===== config.mk =====
export PLATFORM = sky130hd
export DESIGN_NAME = imu_serial_frame_parser
export DESIGN_NICKNAME = d
export VERILOG_FILES = /design/src/rtl/imu_sfp_pkg.sv /design/src/rtl/imu_sfp_front.sv /design/src/rtl/imu_sfp_queue.sv /design/src/rtl/imu_sfp_back.sv /design/src/rtl/imu_serial_frame_parser.sv
export SDC_FILE = /design/constraint.sdc
export NUM_CORES = 1
export LEC_CHECK = 0
export ABC_AREA = 0
export BUFFER_PORTS_ARGS = -buffer_cell sky130_fd_sc_hd__clkbuf_2
export CORE_UTILIZATION = 54
export DETAILED_ROUTE_END_ITERATION = 7
export GPL_ROUTABILITY_DRIVEN = 0
export GPL_TIMING_DRIVEN = 1
export PLACE_DENSITY_LB_ADDON = 0.05
export SYNTH_ARGS = -nofsm -noshare
export SYNTH_HDL_FRONTEND = slang
export SYNTH_SLANG_ARGS = --single-unit

===== constraint.sdc =====
create_clock -name clk_i -period 11.8 [get_ports clk_i]
set_input_delay 0 -clock clk_i [delete_from_list [all_inputs] [get_ports clk_i]]
set_output_delay 0 -clock clk_i [all_outputs]
set_load 0.005 [all_outputs]

===== src/rtl/imu_sfp_pkg.sv =====
`default_nettype none

package imu_sfp_pkg;

  localparam int unsigned MaxFrameBytes = 11;
  localparam int unsigned CounterBits   = 32;
  localparam int unsigned PosBits       = 4;
  localparam int unsigned QueueDepth    = 2;
  localparam int unsigned QueuePtrBits  = (QueueDepth > 1) ? $clog2(QueueDepth) : 1;
  localparam int unsigned QueueCntBits  = $clog2(QueueDepth + 1);

  localparam int unsigned LegacyLen = 5;
  localparam int unsigned Axis6Len  = 11;
  localparam int unsigned LegacyEff = (LegacyLen > MaxFrameBytes) ? MaxFrameBytes : LegacyLen;
  localparam int unsigned Axis6Eff  = (Axis6Len > MaxFrameBytes) ? MaxFrameBytes : Axis6Len;

  localparam logic [7:0] HdrByte   = 8'h5A;
  localparam logic [7:0] TypeGyro  = 8'hAA;
  localparam logic [7:0] TypeAngle = 8'hBB;
  localparam logic [7:0] TypeAccel = 8'hCC;
  localparam logic [7:0] TypeQuat  = 8'hDD;
  localparam logic [7:0] TypeReg   = 8'hEE;

  typedef enum logic [2:0] {
    KIND_GYRO  = 3'd0,
    KIND_ANGLE = 3'd1,
    KIND_ACCEL = 3'd2,
    KIND_QUAT  = 3'd3,
    KIND_REG   = 3'd4,
    KIND_NONE  = 3'd7
  } kind_e;

  typedef logic [CounterBits-1:0] count_t;

  typedef struct packed {
    kind_e        kind;
    logic         ok;
    logic [15:0]  v1;
    logic [15:0]  v2;
    logic [15:0]  v3;
    logic [15:0]  v4;
    count_t       byte_total;
  } frame_rec_t;

  typedef struct packed {
    kind_e        kind;
    logic         ok;
    logic [15:0]  v1;
    logic [15:0]  v2;
    logic [15:0]  v3;
    logic [15:0]  v4;
    count_t       kind_total;
    count_t       err_total;
    count_t       byte_total;
  } result_t;

  function automatic kind_e kind_of(input logic [7:0] t, input logic six_axis);
    kind_e k;
    k = KIND_NONE;
    if (t == TypeGyro) begin
      k = KIND_GYRO;
    end else if (t == TypeAngle) begin
      k = KIND_ANGLE;
    end else if (six_axis) begin
      if (t == TypeAccel) k = KIND_ACCEL;
      else if (t == TypeQuat) k = KIND_QUAT;
      else if (t == TypeReg) k = KIND_REG;
    end
    return k;
  endfunction

endpackage

`default_nettype wire


===== src/rtl/imu_sfp_front.sv =====
`default_nettype none

module imu_sfp_front (
  input  wire                     clk_i,
  input  wire                     rst_ni,
  input  wire                     cfg_we_i,
  input  wire                     cfg_wdata_i,
  input  wire                     in_valid_i,
  output logic                    in_ready_o,
  input  wire  [7:0]              in_byte_i,
  input  wire                     q_full_i,
  output logic                    q_push_o,
  output imu_sfp_pkg::frame_rec_t q_rec_o
);
  import imu_sfp_pkg::*;

  logic               format_q;
  logic [PosBits-1:0] pos_q, pos_d;
  logic [7:0]         sum_q, sum_d;
  kind_e              kind_q, kind_d;
  count_t             bytes_q, bytes_d;
  logic [7:0]         buf_q [MaxFrameBytes];

  logic [PosBits-1:0] last_pos;
  logic               at_last;
  logic               accept;
  kind_e              in_kind;
  logic               ok;

  function automatic logic [7:0] buf_at(input int unsigned i, input logic [7:0] b [MaxFrameBytes]);
    logic [7:0] r;
    r = '0;
    for (int unsigned j = 0; j < MaxFrameBytes; j++) begin
      if (j == i) r = b[j];
    end
    return r;
  endfunction

  assign last_pos   = format_q ? PosBits'(Axis6Eff - 1) : PosBits'(LegacyEff - 1);
  assign at_last    = (pos_q == last_pos);
  assign in_ready_o = !(at_last && q_full_i);
  assign accept     = in_valid_i && in_ready_o;
  assign in_kind    = kind_of(in_byte_i, format_q);
  assign ok         = (sum_q == in_byte_i);
  assign q_push_o   = accept && at_last && !cfg_we_i;

  always_comb begin
    q_rec_o            = '0;
    q_rec_o.kind       = kind_q;
    q_rec_o.ok         = ok;
    q_rec_o.byte_total = bytes_d;
    if (ok) begin
      q_rec_o.v1 = {buf_at(3, buf_q), buf_at(2, buf_q)};
      if (format_q) begin
        q_rec_o.v2 = {buf_at(5, buf_q), buf_at(4, buf_q)};
        q_rec_o.v3 = {buf_at(7, buf_q), buf_at(6, buf_q)};
        if (kind_q == KIND_QUAT) q_rec_o.v4 = {buf_at(9, buf_q), buf_at(8, buf_q)};
      end
    end
  end

  always_comb begin
    pos_d   = pos_q;
    sum_d   = sum_q;
    kind_d  = kind_q;
    bytes_d = accept ? bytes_q + 1'b1 : bytes_q;
    if (accept) begin
      if (pos_q == '0) begin
        if (in_byte_i == HdrByte) begin
          pos_d = PosBits'(1);
          sum_d = in_byte_i;
        end
      end else if (pos_q == PosBits'(1) && in_kind == KIND_NONE) begin
        if (in_byte_i == HdrByte) begin
          pos_d = PosBits'(1);
          sum_d = in_byte_i;
        end else begin
          pos_d = '0;
          sum_d = '0;
        end
      end else if (!at_last) begin
        if (pos_q == PosBits'(1)) kind_d = in_kind;
        sum_d = sum_q + in_byte_i;
        pos_d = pos_q + 1'b1;
      end else begin
        pos_d = '0;
        sum_d = '0;
      end
    end
    if (cfg_we_i) begin
      pos_d = '0;
      sum_d = '0;
    end
  end

  always_ff @(posedge clk_i or negedge rst_ni) begin
    if (!rst_ni) begin
      format_q <= 1'b1;
      pos_q    <= '0;
      sum_q    <= '0;
      kind_q   <= KIND_GYRO;
      bytes_q  <= '0;
    end else begin
      if (cfg_we_i) format_q <= cfg_wdata_i;
      pos_q   <= pos_d;
      sum_q   <= sum_d;
      kind_q  <= kind_d;
      bytes_q <= bytes_d;
    end
  end

  // frame buffer, header at index 0
  always_ff @(posedge clk_i) begin
    if (accept && !at_last) begin
      for (int unsigned j = 0; j < MaxFrameBytes; j++) begin
        if (pos_q == PosBits'(j)) buf_q[j] <= in_byte_i;
      end
    end
  end

endmodule

`default_nettype wire


===== src/rtl/imu_sfp_queue.sv =====
`default_nettype none

module imu_sfp_queue (
  input  wire                     clk_i,
  input  wire                     rst_ni,
  input  wire                     push_i,
  input  imu_sfp_pkg::frame_rec_t push_rec_i,
  output logic                    full_o,
  input  wire                     pop_i,
  output logic                    empty_o,
  output imu_sfp_pkg::frame_rec_t pop_rec_o
);
  import imu_sfp_pkg::*;

  frame_rec_t              mem_q [QueueDepth];
  logic [QueuePtrBits-1:0] wr_q, rd_q;
  logic [QueueCntBits-1:0] cnt_q;

  assign full_o    = (cnt_q == QueueCntBits'(QueueDepth));
  assign empty_o   = (cnt_q == '0);
  assign pop_rec_o = mem_q[rd_q];

  function automatic logic [QueuePtrBits-1:0] ptr_inc(input logic [QueuePtrBits-1:0] p);
    return (p == QueuePtrBits'(QueueDepth - 1)) ? '0 : p + 1'b1;
  endfunction

  always_ff @(posedge clk_i or negedge rst_ni) begin
    if (!rst_ni) begin
      wr_q  <= '0;
      rd_q  <= '0;
      cnt_q <= '0;
    end else begin
      if (push_i) wr_q <= ptr_inc(wr_q);
      if (pop_i) rd_q <= ptr_inc(rd_q);
      if (push_i && !pop_i) cnt_q <= cnt_q + 1'b1;
      else if (pop_i && !push_i) cnt_q <= cnt_q - 1'b1;
    end
  end

  always_ff @(posedge clk_i) begin
    if (push_i) mem_q[wr_q] <= push_rec_i;
  end

endmodule

`default_nettype wire


===== src/rtl/imu_sfp_back.sv =====
`default_nettype none

module imu_sfp_back (
  input  wire                     clk_i,
  input  wire                     rst_ni,
  input  wire                     q_empty_i,
  input  imu_sfp_pkg::frame_rec_t q_rec_i,
  output logic                    q_pop_o,
  output logic                    out_valid_o,
  input  wire                     out_ready_i,
  output imu_sfp_pkg::result_t    out_res_o
);
  import imu_sfp_pkg::*;

  count_t  kcnt_q [4];
  count_t  err_q;
  logic    valid_q;
  result_t res_q;

  logic    counted;
  count_t  kcur, knext;

  assign q_pop_o     = !q_empty_i && (!valid_q || out_ready_i);
  assign out_valid_o = valid_q;
  assign out_res_o   = res_q;
  assign counted     = (q_rec_i.kind != KIND_REG);
  assign kcur        = kcnt_q[q_rec_i.kind[1:0]];
  assign knext       = kcur + 1'b1;

  always_ff @(posedge clk_i or negedge rst_ni) begin
    if (!rst_ni) begin
      valid_q <= 1'b0;
      err_q   <= '0;
      for (int unsigned j = 0; j < 4; j++) kcnt_q[j] <= '0;
    end else begin
      if (q_pop_o) begin
        valid_q <= 1'b1;
        if (!q_rec_i.ok) err_q <= err_q + 1'b1;
        else if (counted) kcnt_q[q_rec_i.kind[1:0]] <= knext;
      end else if (out_ready_i) begin
        valid_q <= 1'b0;
      end
    end
  end

  always_ff @(posedge clk_i) begin
    if (q_pop_o) begin
      res_q.kind       <= q_rec_i.kind;
      res_q.ok         <= q_rec_i.ok;
      res_q.v1         <= q_rec_i.v1;
      res_q.v2         <= q_rec_i.v2;
      res_q.v3         <= q_rec_i.v3;
      res_q.v4         <= q_rec_i.v4;
      res_q.byte_total <= q_rec_i.byte_total;
      res_q.err_total  <= q_rec_i.ok ? err_q : err_q + 1'b1;
      if (!counted) res_q.kind_total <= '0;
      else res_q.kind_total <= q_rec_i.ok ? knext : kcur;
    end
  end

endmodule

`default_nettype wire


===== src/rtl/imu_serial_frame_parser.sv =====
`default_nettype none

// channel    dir  handshake                      payload
// s_axis     in   s_axis_tvalid_i/tready_o       tdata[7:0] rx_byte
// m_axis     out  m_axis_tvalid_o/tready_i       tuser kind+ok, tdata values+counters
// cfg        in   cfg_we_i                       cfg_wdata_i frame_format
//
// One word per cycle in unless the input stalls; a completed frame leaves no gap on the input side.
// Front parser runs checksum and buffer per word; a finished frame goes into the
// 2-entry frame queue, then into the counter stage's output register (tvalid).
// Input stalls only on the checksum word while the frame queue is full.
// Reset is asynchronous; frame_format resets to six-axis.

module imu_serial_frame_parser (
  input  wire          clk_i,
  input  wire          rst_ni,
  input  wire          cfg_we_i,
  input  wire          cfg_wdata_i,
  input  wire          s_axis_tvalid_i,
  output logic         s_axis_tready_o,
  input  wire  [7:0]   s_axis_tdata_i,   // rx_byte
  output logic         m_axis_tvalid_o,
  input  wire          m_axis_tready_i,
  output logic [159:0] m_axis_tdata_o,   // value_first, value_second, value_third,
                                         // value_fourth, kind_frame_total,
                                         // checksum_error_total, byte_total
  output logic [3:0]   m_axis_tuser_o    // frame_kind, checksum_ok
);
  import imu_sfp_pkg::*;

  logic       q_full, q_empty, q_push, q_pop;
  frame_rec_t push_rec, pop_rec;
  result_t    res;

  imu_sfp_front u_front (
    .clk_i       (clk_i),
    .rst_ni      (rst_ni),
    .cfg_we_i    (cfg_we_i),
    .cfg_wdata_i (cfg_wdata_i),
    .in_valid_i  (s_axis_tvalid_i),
    .in_ready_o  (s_axis_tready_o),
    .in_byte_i   (s_axis_tdata_i),
    .q_full_i    (q_full),
    .q_push_o    (q_push),
    .q_rec_o     (push_rec)
  );

  imu_sfp_queue u_queue (
    .clk_i      (clk_i),
    .rst_ni     (rst_ni),
    .push_i     (q_push),
    .push_rec_i (push_rec),
    .full_o     (q_full),
    .pop_i      (q_pop),
    .empty_o    (q_empty),
    .pop_rec_o  (pop_rec)
  );

  imu_sfp_back u_back (
    .clk_i       (clk_i),
    .rst_ni      (rst_ni),
    .q_empty_i   (q_empty),
    .q_rec_i     (pop_rec),
    .q_pop_o     (q_pop),
    .out_valid_o (m_axis_tvalid_o),
    .out_ready_i (m_axis_tready_i),
    .out_res_o   (res)
  );

  assign m_axis_tuser_o = {res.ok, res.kind};
  assign m_axis_tdata_o = {res.byte_total[31:0], res.err_total[31:0], res.kind_total[31:0],
                           res.v4, res.v3, res.v2, res.v1};

  a_no_overflow: assert property (@(posedge clk_i) disable iff (!rst_ni)
    !(q_push && q_full))
    else $error("frame queue overflow");

  a_no_underflow: assert property (@(posedge clk_i) disable iff (!rst_ni)
    !(q_pop && q_empty))
    else $error("frame queue underflow");

  a_bad_sum_zero: assert property (@(posedge clk_i) disable iff (!rst_ni)
    (m_axis_tvalid_o && !res.ok) |-> (res.v1 == '0 && res.v2 == '0 &&
                                      res.v3 == '0 && res.v4 == '0))
    else $error("values not cleared on checksum mismatch");

  a_reg_total_zero: assert property (@(posedge clk_i) disable iff (!rst_ni)
    (m_axis_tvalid_o && res.kind == KIND_REG) |-> (res.kind_total == '0))
    else $error("register frame carries a kind total");

endmodule

`default_nettype wire


Yosys cells after proc, flatten, opt, wreduce, memory -nomap -nowiden --
Memory sizes are Yosys's and may differ from the RTL's. Index checks and enable logic that the tools add are counted.
Storage, ports and cells: memories kept 1, memory bits (writable) 200, register bits 441, bits of input ports 14, output and inout bits 166
Cells by class: order comparisons 2, muxes and demuxes 41, add/subtract/negate cells 9, equal/unequal tests 22, reductions and logical operators 34, bitwise gates (word level) 4
Memories:
- u_queue.mem_q | words 2, bits a word 100, rd ports 1, clocked after Yosys merged registers in 0, wr ports 1, RTL line imu_sfp_queue.sv:15 | frame_rec_t mem_q [QueueDepth];
Operator list (number):
- 2-to-1 mux 32 bit | 6
- bitwise mux 128 bit | 1
- adder 32 x 1 -> 32 bit, second input constant | 3
- binary-select mux 32 bit (select 2 bit) | 1
- demux 32 bit (select 2 bit) | 1
- 2-to-1 mux 64 bit | 1
- 2-to-1 mux 8 bit | 7
- 2-to-1 mux 48 bit | 1
- == test 8 bit, second input constant | 5
- 2-to-1 mux 4 bit | 7
- AND reduction 2 bit | 9
- == test 4 x 3 -> 1 bit, second input constant | 4
- 2-to-1 mux 16 bit | 1
- 2-to-1 mux 3 bit | 5
- logical AND 1 bit | 10
- adder 8 bit | 1
- == test 4 x 2 -> 1 bit, second input constant | 2
- == test 4 bit, second input constant | 2
- == test 8 x 7 -> 1 bit, second input constant | 1
- == test 8 bit | 1
- logical NOT 1 bit | 7
- 2-to-1 mux 1 bit | 7
- 2-to-1 mux 2 bit | 3
- inequality test 3 bit, second input constant | 2
- 19 further kinds | 24

Logic depth before layout (Yosys ltp) --
Gate-level depths: netlist (run 1).
depth in word-level cells 13, mapped depth 14

By module --
A second synthesis (run 1) with hierarchy kept.
Second synthesis, totals: cells, all modules 1771, area total of the unflattened synthesis 26781.9 sq um
By module, submodules not included:
- imu_sfp_back | sequential area each 8953.6 sq um, area each 13538.0 sq um, times used 1, cells an instance 1011
- imu_sfp_queue | sequential area each 6105.9 sq um, area each 7852.5 sq um, times used 1, cells an instance 327
- imu_sfp_front | sequential area each 3124.2 sq um, area each 5391.4 sq um, times used 1, cells an instance 433

Worst setup path before layout (run 1) --
OpenSTA, ideal clock, no wires.
path type reg-to-reg, start point register u_front.format_q, end point memory u_queue.mem_q[0][0] in the netlist's numbering, enable pin, slack 0.043 ns, path buffers 1, period minus slack after synthesis 11.757 ns, data arrival time 10.954 ns, cell stages (with the launch flop) 7, data required time 10.997 ns, cell sequence dfstp_2 > clkbuf_1 > nor4b_1 > o21ai_0 > or3_1 > nand2_1 > nor4_1
On the way: cells in the longest elaborated chain, start to end 9
RTL lines:
- start: declaration | RTL line imu_sfp_front.sv:17 | logic format_q;
- start signal: assignment | RTL line imu_sfp_front.sv:104 | if (cfg_we_i) format_q <= cfg_wdata_i;
- 2-to-1 mux 4 bit | RTL line imu_sfp_front.sv:39 | assign last_pos = format_q ? PosBits'(Axis6Eff - 1) : PosBits'(LegacyEff - 1);
- == test 4 bit | RTL line imu_sfp_front.sv:40 | assign at_last = (pos_q == last_pos);
- logical AND 1 bit | RTL line imu_sfp_front.sv:41 | assign in_ready_o = !(at_last && q_full_i);
- logical NOT 1 bit | RTL line imu_sfp_front.sv:41
- named net s_axis_tready_o | RTL line imu_serial_frame_parser.sv:20 | output logic s_axis_tready_o,
- logical AND 1 bit | RTL line imu_sfp_front.sv:42 | assign accept = in_valid_i && in_ready_o;
- logical AND 1 bit (2 in series) | RTL line imu_sfp_front.sv:45 | assign q_push_o = accept && at_last && !cfg_we_i;
- 2-to-1 mux 1 bit | RTL line imu_sfp_queue.sv:41 | if (push_i) mem_q[wr_q] <= push_rec_i;
- 2-to-1 mux 1 bit (not written as such) | RTL line imu_sfp_queue.sv:41
- end: declaration | RTL line imu_sfp_queue.sv:15
The timed path passes the listed nets, and every way through them passes these cells.

Worst setup path in the final report (run 1) --
start point register u_queue.rd_q, end point register u_back.kcnt_q[94] in the netlist's numbering
On the way: cells in the longest elaborated chain, start to end 7, elaborated cells between the ends (all ways) 14
RTL lines:
- start: declaration | RTL line imu_sfp_queue.sv:16 | logic [QueuePtrBits-1:0] wr_q, rd_q;
- start signal: assignment | RTL line imu_sfp_queue.sv:34 | if (pop_i) rd_q <= ptr_inc(rd_q);
- memory (2 x 100 bit) *
- inverter 2 -> 3 bit (not written as such) | RTL line imu_sfp_back.sv:27, imu_sfp_back.sv:39
- binary-select mux 32 bit (select 2 bit) (tied with other cells) | RTL line imu_sfp_back.sv:27 | assign kcur = kcnt_q[q_rec_i.kind[1:0]];
- 2-to-1 mux 32 bit (not written as such) or logical AND 1 bit (tied branches) | RTL line imu_sfp_back.sv:27, imu_sfp_back.sv:39
- 2-to-1 mux 32 bit, on equally long branches | RTL line imu_sfp_back.sv:27, imu_sfp_back.sv:39
- adder 32 x 1 -> 32 bit or demux 32 bit (select 2 bit) (tied branches) | RTL line imu_sfp_back.sv:28, imu_sfp_back.sv:39
- bitwise mux 128 bit | RTL line imu_sfp_back.sv:39 | else if (counted) kcnt_q[q_rec_i.kind[1:0]] <= knext;
- end signal: indexed assignment | RTL line imu_sfp_back.sv:39
- end: declaration | RTL line imu_sfp_back.sv:15 | count_t kcnt_q [4];
Every way passes the cells marked *; elsewhere a longest branch is shown, timed or not. The select of a mux whose other input is x is not followed. A chain may end at the register's enable or synchronous reset.

==> results.md, run 1 <==
- Wire per inst: 19.1 um
- CTS Buf Count: 61
- R2r setup slk: 6.80 ns
- Cells along the critical path: mux2i_4 -> buf_4 -> inv_4 -> buf_4 -> mux4_2 -> and2b_1 -> nand4_1 -> nor4_1 -> xor2_1 -> mux2_1
- Syn Inst Count: 1907
- Die Span Y: 222 um
- RSZ-0062 raised after global routing: no
- Syn nets: 1937
- Crit Path Class: flop to flop
- Syn_area_per_cell: 13.7 sq um
- Non-filler cells, final: 2775
- Top Layer Used: met4
- Post-DP HPWL: 31.6 mm
- Post-CTS Setup Repair Bufs: 0
- Fin crit share: 42.4%
- Top post-synthesis cells by area: edfxtp_1 49%, dfrtp_1 20%, mux2_2 4.9%
- # IOs: 180
- Gr usage total: 21.7%
- Area grow syn2layout: 14.0%
- Post-synthesis register bit count: 641
- CORE AREA: 47700 sq um
- Inst Count DP: 2642
- # clock sinks: 641
- IO Port Bufs: 179
- Layout Nets: 2136
- Hold Worst Slack: 0.290 ns
- Post-layout minimum cycle time: 5.00 ns
- Share of layout cells above drive strength 1: 20.4%
- Sequential area share after synthesis: 69.4%
- DIE AREA: 49400 sq um
- H-tree levels: 2
- Gr ovfl total: 0
- Via/cell ratio: 5.51
- Chip width: 222 um
- Clock Path Buffers: 3
- Worst Max-Slew Pin Slew: 1.10 ns
- Leakage power: 0.0116 uW
- Commonest non-fill, non-tap cell in the layout: edfxtp_1
- Fmax: 200 MHz
- CP dominant cell by count: buf_4
- Worst-skew pair later-pin latency: 0.63 ns
- Antenna viol nets, final: 0
- Clock-pin slew on the worst setup and hold paths: 0.06 ns
- CTS tree: yes
- Reg-to-Reg Start: u_queue.rd_q
- Worst Hold Path Cells: 3
- Fillcell total: 3658
- Clock Skew: 0.0215 ns
- Synth Warn #: 0
- CP Capture Type: flop
- Setup tns final: 0 ns
- Critical Path Fanout Max: 59
- M1 wire length: 24.7 mm
- Crit path to: u_back.kcnt_q[94]
- Drt drc: 0
- Hold Vio Cnt, Final: 0
- Max Cap Viol: 0
- VDD IR-drop max: 0.148 mV
- Yosys top cell by area: edfxtp_1
- RR Endpoint: u_back.kcnt_q[94]
- Number of flops mapped to enable cells by yosys: 428
- Synthesized area: 26200 sq um
- WP data arrival: 5.51 ns
- Synth unique cells: 62
- Endpoints failing setup: 0
- Final WL: 53.0 mm
- Fin util: 62.6%
- Startpoint type of the worst setup path: flop
- Initial Utilization: 54.9%
- Initial antenna violation count: 2
- Slowest CP cell: dfrtp_4
- Drt initial violations: 894
- Synth async-reset ratio: 33.2%
- Post-synth top area share: 49.1%
- Root Driver: clkbuf_16
- Slew margin rel.: 26.6%
- Vias in the first global route: 15062
- Vias after detailed routing: 15280
- WL met2: 24.7 mm
- Pins Over Slew Limit: 0
- Status: finished, final reports clean
- Synth Flop Type: edfxtp_1
- DR pass1 iterations: 5
- Met3 wire len: 2.64 mm
- Largest net degree at the start of global routing: 78
- FF-to-FF path depth: 10
- CP required: 12.31 ns
- CP startpoint: u_queue.rd_q
- # rows: 80
- HP Class: input pin to flop
- Most frequent cells in the layout: 428 x edfxtp_1, 295 x nand2_1, 211 x dfrtp_1
- First-pass GRT wire length: 83.6 mm
- Crit-path max cell delay: 0.78 ns
- PwrDens: 185 nW/um^2
-- worst max-delay path: cells and delay by family (launching register included) --
kind          cells  cell delay (ns)
xor+xnor          1             0.17
buf+inv           3             1.30
simple gates      3             1.31
flops             1             0.78
mux               3             1.26
-- worst min path at each step --
stage	to	from	slack (ns)
after floorplan	u_back.err_q[0]	rst_ni	-0.30
after global placement	u_back.err_q[31]	rst_ni	0.08
after detailed placement	u_back.err_q[31]	rst_ni	0.08
after CTS	u_front.pos_q[3]	cfg_we_i	0.24
after global routing	u_front.pos_q[3]	cfg_we_i	0.27
final	u_front.pos_q[3]	cfg_we_i	0.29
-- state kept, by name, indices dropped and copies added, names as in the netlist --
signal,cells
u_front.buf_q,64
u_back.out_valid_o,1
u_queue.cnt_q,2
u_front.format_q,1
u_back.err_q,32
u_queue.rd_q,1
u_back.out_res_o,164
u_back.kcnt_q,128
u_front.sum_q,8
u_queue.wr_q,1
u_queue.mem_q,200
u_front.bytes_q,32
u_front.kind_q,3
u_front.pos_q,4
-- cells in the mapped netlist, drive strengths merged, types with 3 or more instances --
cell / number
a21o: 9
a21oi: 26
a31oi: 21
and2: 39
and3: 72
and4: 4
buf: 14
clkbuf: 70
dfrtp: 212
edfxtp: 428
ha: 15
inv: 13
mux2: 117
mux2i: 49
mux4: 3
nand2: 295
nand2b: 5
nand3: 41
nand4: 20
nand4b: 3
nor2: 83
nor3: 23
nor4: 13
o21ai: 138
or2: 4
or3: 9
or4: 4
xnor2: 88
xor2: 67
-- through the flow --
step	total power (uW)	setup WS (ns)	area, sq um
after floorplan	3340	0.0429	26200
after global placement	3660	6.77	27700
after detailed placement	3670	6.74	27700
after CTS	5590	6.74	29900
after global routing	5750	6.35	29900
final	5520	6.80	29900
-- layer usage --
metal,up-vias,GRT usage [%]
met3,80,3.73
li1,7237,-
met5,-,0
met1,7604,31.5
met2,359,34.4
met4,0,5.40
-- cell families (layout without fill, tap and decap cells) --
| kind of cell | count (synthesis) | in the layout | share of synthesized area, % |
|---|---|---|---|
| compound gates | 203 | 203 | 4.19 |
| xor+xnor | 155 | 155 | 5.18 |
| fa+ha+maj | 16 | 16 | 0.793 |
| buf+inv | 97 | 349 | 1.62 |
| flops | 641 | 641 | 69.4 |
| mux | 169 | 169 | 7.35 |
| other cells | 0 | 1 | 0 |
| simple gates | 626 | 626 | 11.5 |
-- repair_timing --
action	CTS	global route
resized for setup	0	0
endpoints found under the hold margin	161	0
hold buffers	16	0
-- where the power goes --
group / switching [uW] / internal (uW) / leakage [uW]
clock: 815 / 1090 / 0.000969
combinational: 436 / 317 / 0.00391
sequential: 156 / 2710 / 0.00672
-- cell type report --
type                    count  area [sq um]  share of cell area [%]
multi-input cells        1169          7620                    25.5
flip-flops and latches    641         18200                    60.9
diodes                      1          2.50                 0.00838
clock inverters            15           121                   0.406
well taps                 615           769                    2.58
clock buffers             101          1850                    6.19
repair buffers            220          1270                    4.25
inverters                  13          56.3                   0.188
No activity file was read; power rests on OpenSTA's default activity.
==> inputs of run 2 (changes only) <==
- CORE_UTILIZATION: 54 -> 60
- clock period: 11.8 -> 5 ns (I/O delays scaled with it)
==> run 2 against run 1 <==
The run now ends with design-rule violations left; core utilization increased by 7.0 points; routed wire length decreased by 1.0%; design area increased by 0.31%.
==> results.md, run 2 (synthesis gave the netlist of run 1 again) <==
- Most frequent cells in the layout: 428 x edfxtp_1, 294 x nand2_1, 211 x dfrtp_1 (was 428 x edfxtp_1, 295 x nand2_1, 211 x dfrtp_1)
- VDD IR-drop max: 0.314 mV (was 0.148 mV)
- Status: complete, but fails checks (was finished, final reports clean)
- Drt drc: 1 (was 0)
- CTS Buf Count: 61 (unchanged)
- # rows: 76 (was 80)
- Area grow syn2layout: 14.4% (was 14.0%)
- Final WL: 52.4 mm (was 53.0 mm)
- Gr ovfl total: 0 (unchanged)
- Vias in the first global route: 15309 (was 15062)
- Max Cap Viol: 0 (unchanged)
- Fillcell total: 3081 (was 3658)
- Startpoint type of the worst setup path: flop (unchanged)
- Setup tns final: 0 ns (unchanged)
- # IOs: 180 (unchanged)
- Post-CTS Setup Repair Bufs: 0 (unchanged)
- Hold_buf cts: 16 (unchanged)
- Gr usage total: 24.2% (was 21.7%)
- Fmax: 232 MHz (was 200 MHz)
- Fin crit share: 86.1% (was 42.4%)
- DR pass1 iterations: 8 (was 5)
- Worst-skew pair later-pin latency: 0.62 ns (was 0.63 ns)
- Slew margin rel.: 31.9% (was 26.6%)
- CTS tree: yes (unchanged)
- Failing checks: design-rule violations
- Die Span Y: 211 um (was 222 um)
- IO Port Bufs: 179 (unchanged)
- Gates resized, CTS repair: 0 (unchanged)
- CP Capture Type: flop (unchanged)
- Vias after detailed routing: 15378 (was 15280)
- Multi-input gate area: 7630 sq um (was 7620 sq um)
- Fin util: 69.6% (was 62.6%)
- DIE AREA: 44500 sq um (was 49400 sq um)
- Antenna Cells: 0 (was 1)
- PwrDens: 441 nW/um^2 (was 185 nW/um^2)
- Slowest CP cell: dfrtp_4 (unchanged)
- Share of layout cells above drive strength 1: 20.9% (was 20.4%)
- Met2 usage: 38.9% (was 34.4%)
- Crit-path max cell delay: 0.76 ns (was 0.78 ns)
- Post-layout minimum cycle time: 4.30 ns (was 5.00 ns)
- Hold Vio Cnt, Final: 0 (unchanged)
- Most Crowded Layer GR: met2 (unchanged)
- Commonest non-fill, non-tap cell in the layout: edfxtp_1 (unchanged)
- Register area: 18200 sq um (unchanged)
- CORE AREA: 43100 sq um (was 47700 sq um)
- Global-route met1 utilization: 34.7% (was 31.5%)
- Pins Over Slew Limit: 0 (unchanged)
- Clock Path Buffers: 3 (unchanged)
- HP Class: input pin to flop (unchanged)
- Max reg flops: 200 (unchanged)
- Clock-pin slew on the worst setup and hold paths: 0.07 ns (was 0.06 ns)
- Leakage power: 0.0117 uW (was 0.0116 uW)
- H-tree levels: 2 (unchanged)
- Via/cell ratio: 5.60 (was 5.51)
- Antenna viol nets, final: 0 (unchanged)
- Cells along the critical path: mux2i_4 -> mux2i_4 -> ha_1 -> nand2_1 -> nor4_2 -> nand4_1 -> buf_4 -> nor4_1 -> xor2_1 -> mux2_1 (was mux2i_4 -> buf_4 -> inv_4 -> buf_4 -> mux4_2 -> and2b_1 -> nand4_1 -> nor4_1 -> xor2_1 -> mux2_1)
- Initial Utilization: 60.8% (was 54.9%)
- Largest net degree at the start of global routing: 140 (was 78)
- Endpoints failing setup: 0 (unchanged)
- First-pass GRT wire length: 83.2 mm (was 83.6 mm)
- CP required: 5.50 ns (was 12.31 ns)
- Most flops, register: u_queue.mem_q (unchanged)
- Layout Nets: 2139 (was 2136)
- Initial antenna violation count: 1 (was 2)
- Crit Path Class: flop to flop (unchanged)
- RSZ-0062 raised after global routing: no (unchanged)
- Clock Skew: 0.0166 ns (was 0.0215 ns)
- Drt initial violations: 973 (was 894)
- WP data arrival: 4.81 ns (was 5.51 ns)
- Wire per inst: 19.1 um (about the same)
- Chip width: 211 um (was 222 um)
- Critical Path Fanout Max: 31 (was 59)
- Met3 usage: 3.40% (was 3.73%)
- # clock sinks: 641 (unchanged)
- Root Driver: clkbuf_16 (unchanged)
- Post-DP HPWL: 31.8 mm (was 31.6 mm)
- CP dominant cell by count: mux2i_4 (was buf_4)
- Worst Max-Slew Pin Slew: 1.02 ns (was 1.10 ns)
-- run 2: changes by cell type in the layout (fill, tap and decap cells not counted), moves of 2 or more --
cell       previous run  this run
inv_6                 1         4
clkbuf_1             24        15
clkinv_1              4         6
clkinv_4              0         2
bufinv_16             1         7
clkbuf_8             16         4
buf_12                0         4
clkinv_2              8        17
-- run 2: cell type report --
cell class                 instances  area share [%]
sequential                       641            60.7
multi-input combinational       1169            25.5
clock buffer                      80            5.50
timing repair buffer             223            4.42
tap                              585            2.44
clock inverter                    36            1.27
inverter                          13           0.188
-- run 2: through the flow --
stage | instance area (sq um) | power [uW] | setup slack, ns | hold slack, ns | instances
finish | 30000 | 13200 | 0.697 | 0.288 | 2747
global route | 30000 | 13700 | 0.430 | 0.309 | 2747
detailed placement | 27800 | 8680 | 0.668 | 0.0926 | 2615
global placement | 27800 | 8660 | 0.906 | 0.0914 | 2615
CTS | 30000 | 13300 | 0.649 | 0.245 | 2747
floorplan | 26200 | 7810 | 0.0195 | -0.296 | 1907
-- run 2: power breakdown --
| group | switching [uW] | internal (uW) | leakage, uW | total (uW) |
|---|---|---|---|---|
| combinational | 1080 | 761 | 0.00393 | 1840 |
| sequential | 323 | 6400 | 0.00672 | 6720 |
| clock | 1950 | 2690 | 0.00101 | 4640 |
-- run 2: path summary, 6_finish.rpt --
kind | cells past startpoint | end | startpoint | slack (ns)
setup / recovery | 10 | u_back.kcnt_q[94] | u_queue.rd_q | 0.70
hold / removal | 3 | u_front.pos_q[2] | cfg_we_i | 0.29
setup reg to reg | 10 | u_back.kcnt_q[94] | u_queue.rd_q | 0.70
hold reg to reg | 2 | u_back.kcnt_q[59] | u_back.kcnt_q[59] | 0.48
max in group asynchronous | 4 | u_back.kcnt_q[30] | rst_ni | 3.29
min in group asynchronous | 3 | u_back.err_q[31] | rst_ni | 0.53
-- run 2: per-layer routing --
metal	up-vias	wire length, um
li1	7246	-
met5	-	0
met2	376	24900
met3	87	2510
met4	0	1190
met1	7669	23800
-- run 2: worst max-delay path, delay by kind of cell, from the launching register on --
kind | cells | cell delay (ns)
AND/OR/NAND/NOR | 4 | 1.32
buffers and inverters | 1 | 0.22
multiplexers | 3 | 1.40
adder cells (fa/ha/maj) | 1 | 0.29
XOR/XNOR | 1 | 0.19
flip-flops | 1 | 0.76
==> inputs of run 3 (changes only) <==
- CORE_UTILIZATION: 60 -> 65
- SKIP_LAST_GASP: default -> 1
- clock period: 5 -> 5.15 ns (I/O delays scaled with it)
==> run 3 against run 2 <==
The run ends with negative hold slack left; clock power decreased by 3%; non-clock buffer count decreased by 7; setup slack got worse by 0.013 ns; flip-flop and latch count unchanged; total power decreased by 2.9%; fmax decreased by 3.6%; sequential power decreased by 3.9%; hold slack got worse by 0.29 ns; register-to-register slack about the same; combinational power about the same; die area decreased by 7.6%.
==> results.md, run 3 (synthesis gave the netlist of run 1 again) <==
- Pins Over Slew Limit: 0 (unchanged)
- Crit-path max cell delay: 0.49 ns (was 0.76 ns)
- Fmax: 224 MHz (was 232 MHz)
- Crit path depth: 13 (was 10)
- Cells along the critical path: buf_4 -> mux2i_4 -> inv_4 -> mux2i_1 -> mux2i_4 -> ha_1 -> nand2_1 -> nor4_2 -> buf_4 -> nand4_1 -> nor4_1 -> xor2_1 -> mux2_1 (was mux2i_4 -> mux2i_4 -> ha_1 -> nand2_1 -> nor4_2 -> nand4_1 -> buf_4 -> nor4_1 -> xor2_1 -> mux2_1)
- HP Class: input pin to async pin (was input pin to flop)
- Gr ovfl total: 0 (unchanged)
- Most flops, register: u_queue.mem_q (unchanged)
- Hold Vio Cnt, Final: 1 (was 0)
- Hold Worst Slack: -0.00147 ns (was 0.288 ns)
- IO Port Bufs: 179 (unchanged)
- Startpoint type of the worst setup path: flop (unchanged)
- Clock-pin slew on the worst setup and hold paths: 0.07 ns (about the same)
- # IOs: 180 (unchanged)
- Antenna Cells: 0 (unchanged)
- Fillcell total: 2486 (was 3081)
- Wire per inst: 19.6 um (was 19.1 um)
- Reg-to-Reg Start: u_queue.rd_q (unchanged)
- Slew margin rel.: 19.7% (was 31.9%)
- Final WL: 52.4 mm (about the same)
- Layout Nets: 2131 (was 2139)
- Post-layout minimum cycle time: 4.47 ns (was 4.30 ns)
- Initial Utilization: 65.9% (was 60.8%)
- Post-DP HPWL: 32.0 mm (was 31.8 mm)
- Via/cell ratio: 5.76 (was 5.60)
- First-pass GRT wire length: 83.6 mm (was 83.2 mm)
- Most frequent cells in the layout: 428 x edfxtp_1, 295 x nand2_1, 211 x dfrtp_1 (was 428 x edfxtp_1, 294 x nand2_1, 211 x dfrtp_1)
- Worst-skew pair later-pin latency: 0.63 ns (was 0.62 ns)
- VDD IR-drop max: 0.355 mV (was 0.314 mV)
- Drt initial violations: 1033 (was 973)
- H-tree levels: 2 (unchanged)
- Setup tns final: 0 ns (unchanged)
- Failing checks: negative hold slack (was design-rule violations)
- FF-to-FF path depth: 13 (was 10)
- Buf/Inv on CP: 3 (was 1)
- RSZ-0062 raised after global routing: no (unchanged)
- Vias after detailed routing: 15430 (was 15378)
- Crit Path Class: flop to flop (unchanged)
- PwrDens: 430 nW/um^2 (was 441 nW/um^2)
- Max reg flops: 200 (unchanged)
- Chip width: 203 um (was 211 um)
- Worst Max-Slew Pin Slew: 1.20 ns (was 1.02 ns)
- Share of layout cells above drive strength 1: 20.7% (was 20.9%)
- CTS tree: yes (unchanged)
- Gr usage total: 26.2% (was 24.2%)
- Max Cap Viol: 0 (unchanged)
- Root Driver: clkbuf_16 (unchanged)
- Clock Skew: 0.0219 ns (was 0.0166 ns)
- Critical Path Fanout Max: 41 (was 31)
- DR pass1 iterations: 7 (was 8)
- Gates resized, CTS repair: 0 (unchanged)
- Antenna viol nets, final: 0 (unchanged)
- WP data arrival: 4.97 ns (was 4.81 ns)
- CP Capture Type: flop (unchanged)
- CP required: 5.65 ns (was 5.50 ns)
- Leakage power: 0.0116 uW (was 0.0117 uW)
- Drt drc: 0 (was 1)
- Clock Path Buffers: 3 (unchanged)
- # clock sinks: 641 (unchanged)
- CTS Buf Count: 60 (was 61)
- Endpoints failing setup: 0 (unchanged)
- DIE AREA: 41100 sq um (was 44500 sq um)
- Commonest non-fill, non-tap cell in the layout: edfxtp_1 (unchanged)
- Top delay family on crit path: simple AND/OR/NAND/NOR gates (was multiplexers)
- CP startpoint: u_queue.rd_q (unchanged)
- Area grow syn2layout: 13.9% (was 14.4%)
- Largest net degree at the start of global routing: 108 (was 140)
- Fin crit share: 86.7% (was 86.1%)
- CORE AREA: 39700 sq um (was 43100 sq um)
- Initial antenna violation count: 0 (was 1)
- Slowest CP cell: dfrtp_4 (unchanged)
- Vias in the first global route: 15592 (was 15309)
- # rows: 73 (was 76)
- Die Span Y: 203 um (was 211 um)
- Status: complete, but fails checks (unchanged)
[run 3: through the flow]
stage	setup slack, ns	total power [uW]	std cells	instance area, sq um	utilization [%]
3_3_place_gp	0.806	8360	2550	27600	69.6
5_1_grt	0.328	13300	2678	29800	75.1
3_5_place_dp	0.715	8420	2550	27600	69.6
4_1_cts	0.679	12900	2678	29800	75.1
2_1_floorplan	0.00892	7580	1907	26200	-
6_report	0.685	12800	2678	29800	75.1
[run 3: worst paths after layout]
| kind | to | slack (ns) |
|---|---|---|
| setup / recovery | u_back.kcnt_q[94] | 0.68 |
| hold / removal | u_back.err_q[8] | -0.001 |
| setup reg to reg | u_back.kcnt_q[94] | 0.68 |
| hold reg to reg | u_back.kcnt_q[26] | 0.48 |
| max in group asynchronous | u_back.kcnt_q[43] | 3.70 |
| min in group clk_i | u_front.pos_q[2] | 0.30 |
[run 3: power by group]
part / internal [uW] / leakage (uW) / switching [uW]
Combinational: 723 / 0.00390 / 1110
Clock: 2650 / 0.00101 / 1880
Sequential: 6210 / 0.00672 / 252
[run 3: per-layer routing]
metal / GRT usage, % / wire (um) / vias to the layer above / part of all wire (%)
li1: - / - / 7232 / -
met1: 36.5 / 23100 / 7662 / 44
met2: 43.2 / 25600 / 447 / 49
met3: 3.72 / 2480 / 89 / 4.7
met4: 8.38 / 1220 / 0 / 2.3
met5: 0 / 0 / - / 0
[run 3: final cells by class]
cell class              instances  area, sq um  area share [%]
well taps                     525          657            2.20
flip-flops and latches        641        18200            61.0
multi-input cells            1169         7630            25.6
clock inverters                26          318            1.07
clock buffers                  88         1740            5.82
inverters                      13         56.3           0.189
repair buffers                216         1250            4.21
[run 3: timing repair]
action                                 in CTS  in global routing
endpoints found under the hold margin     193                  0
hold buffers                               14                  0
buffers inserted                            0                  0
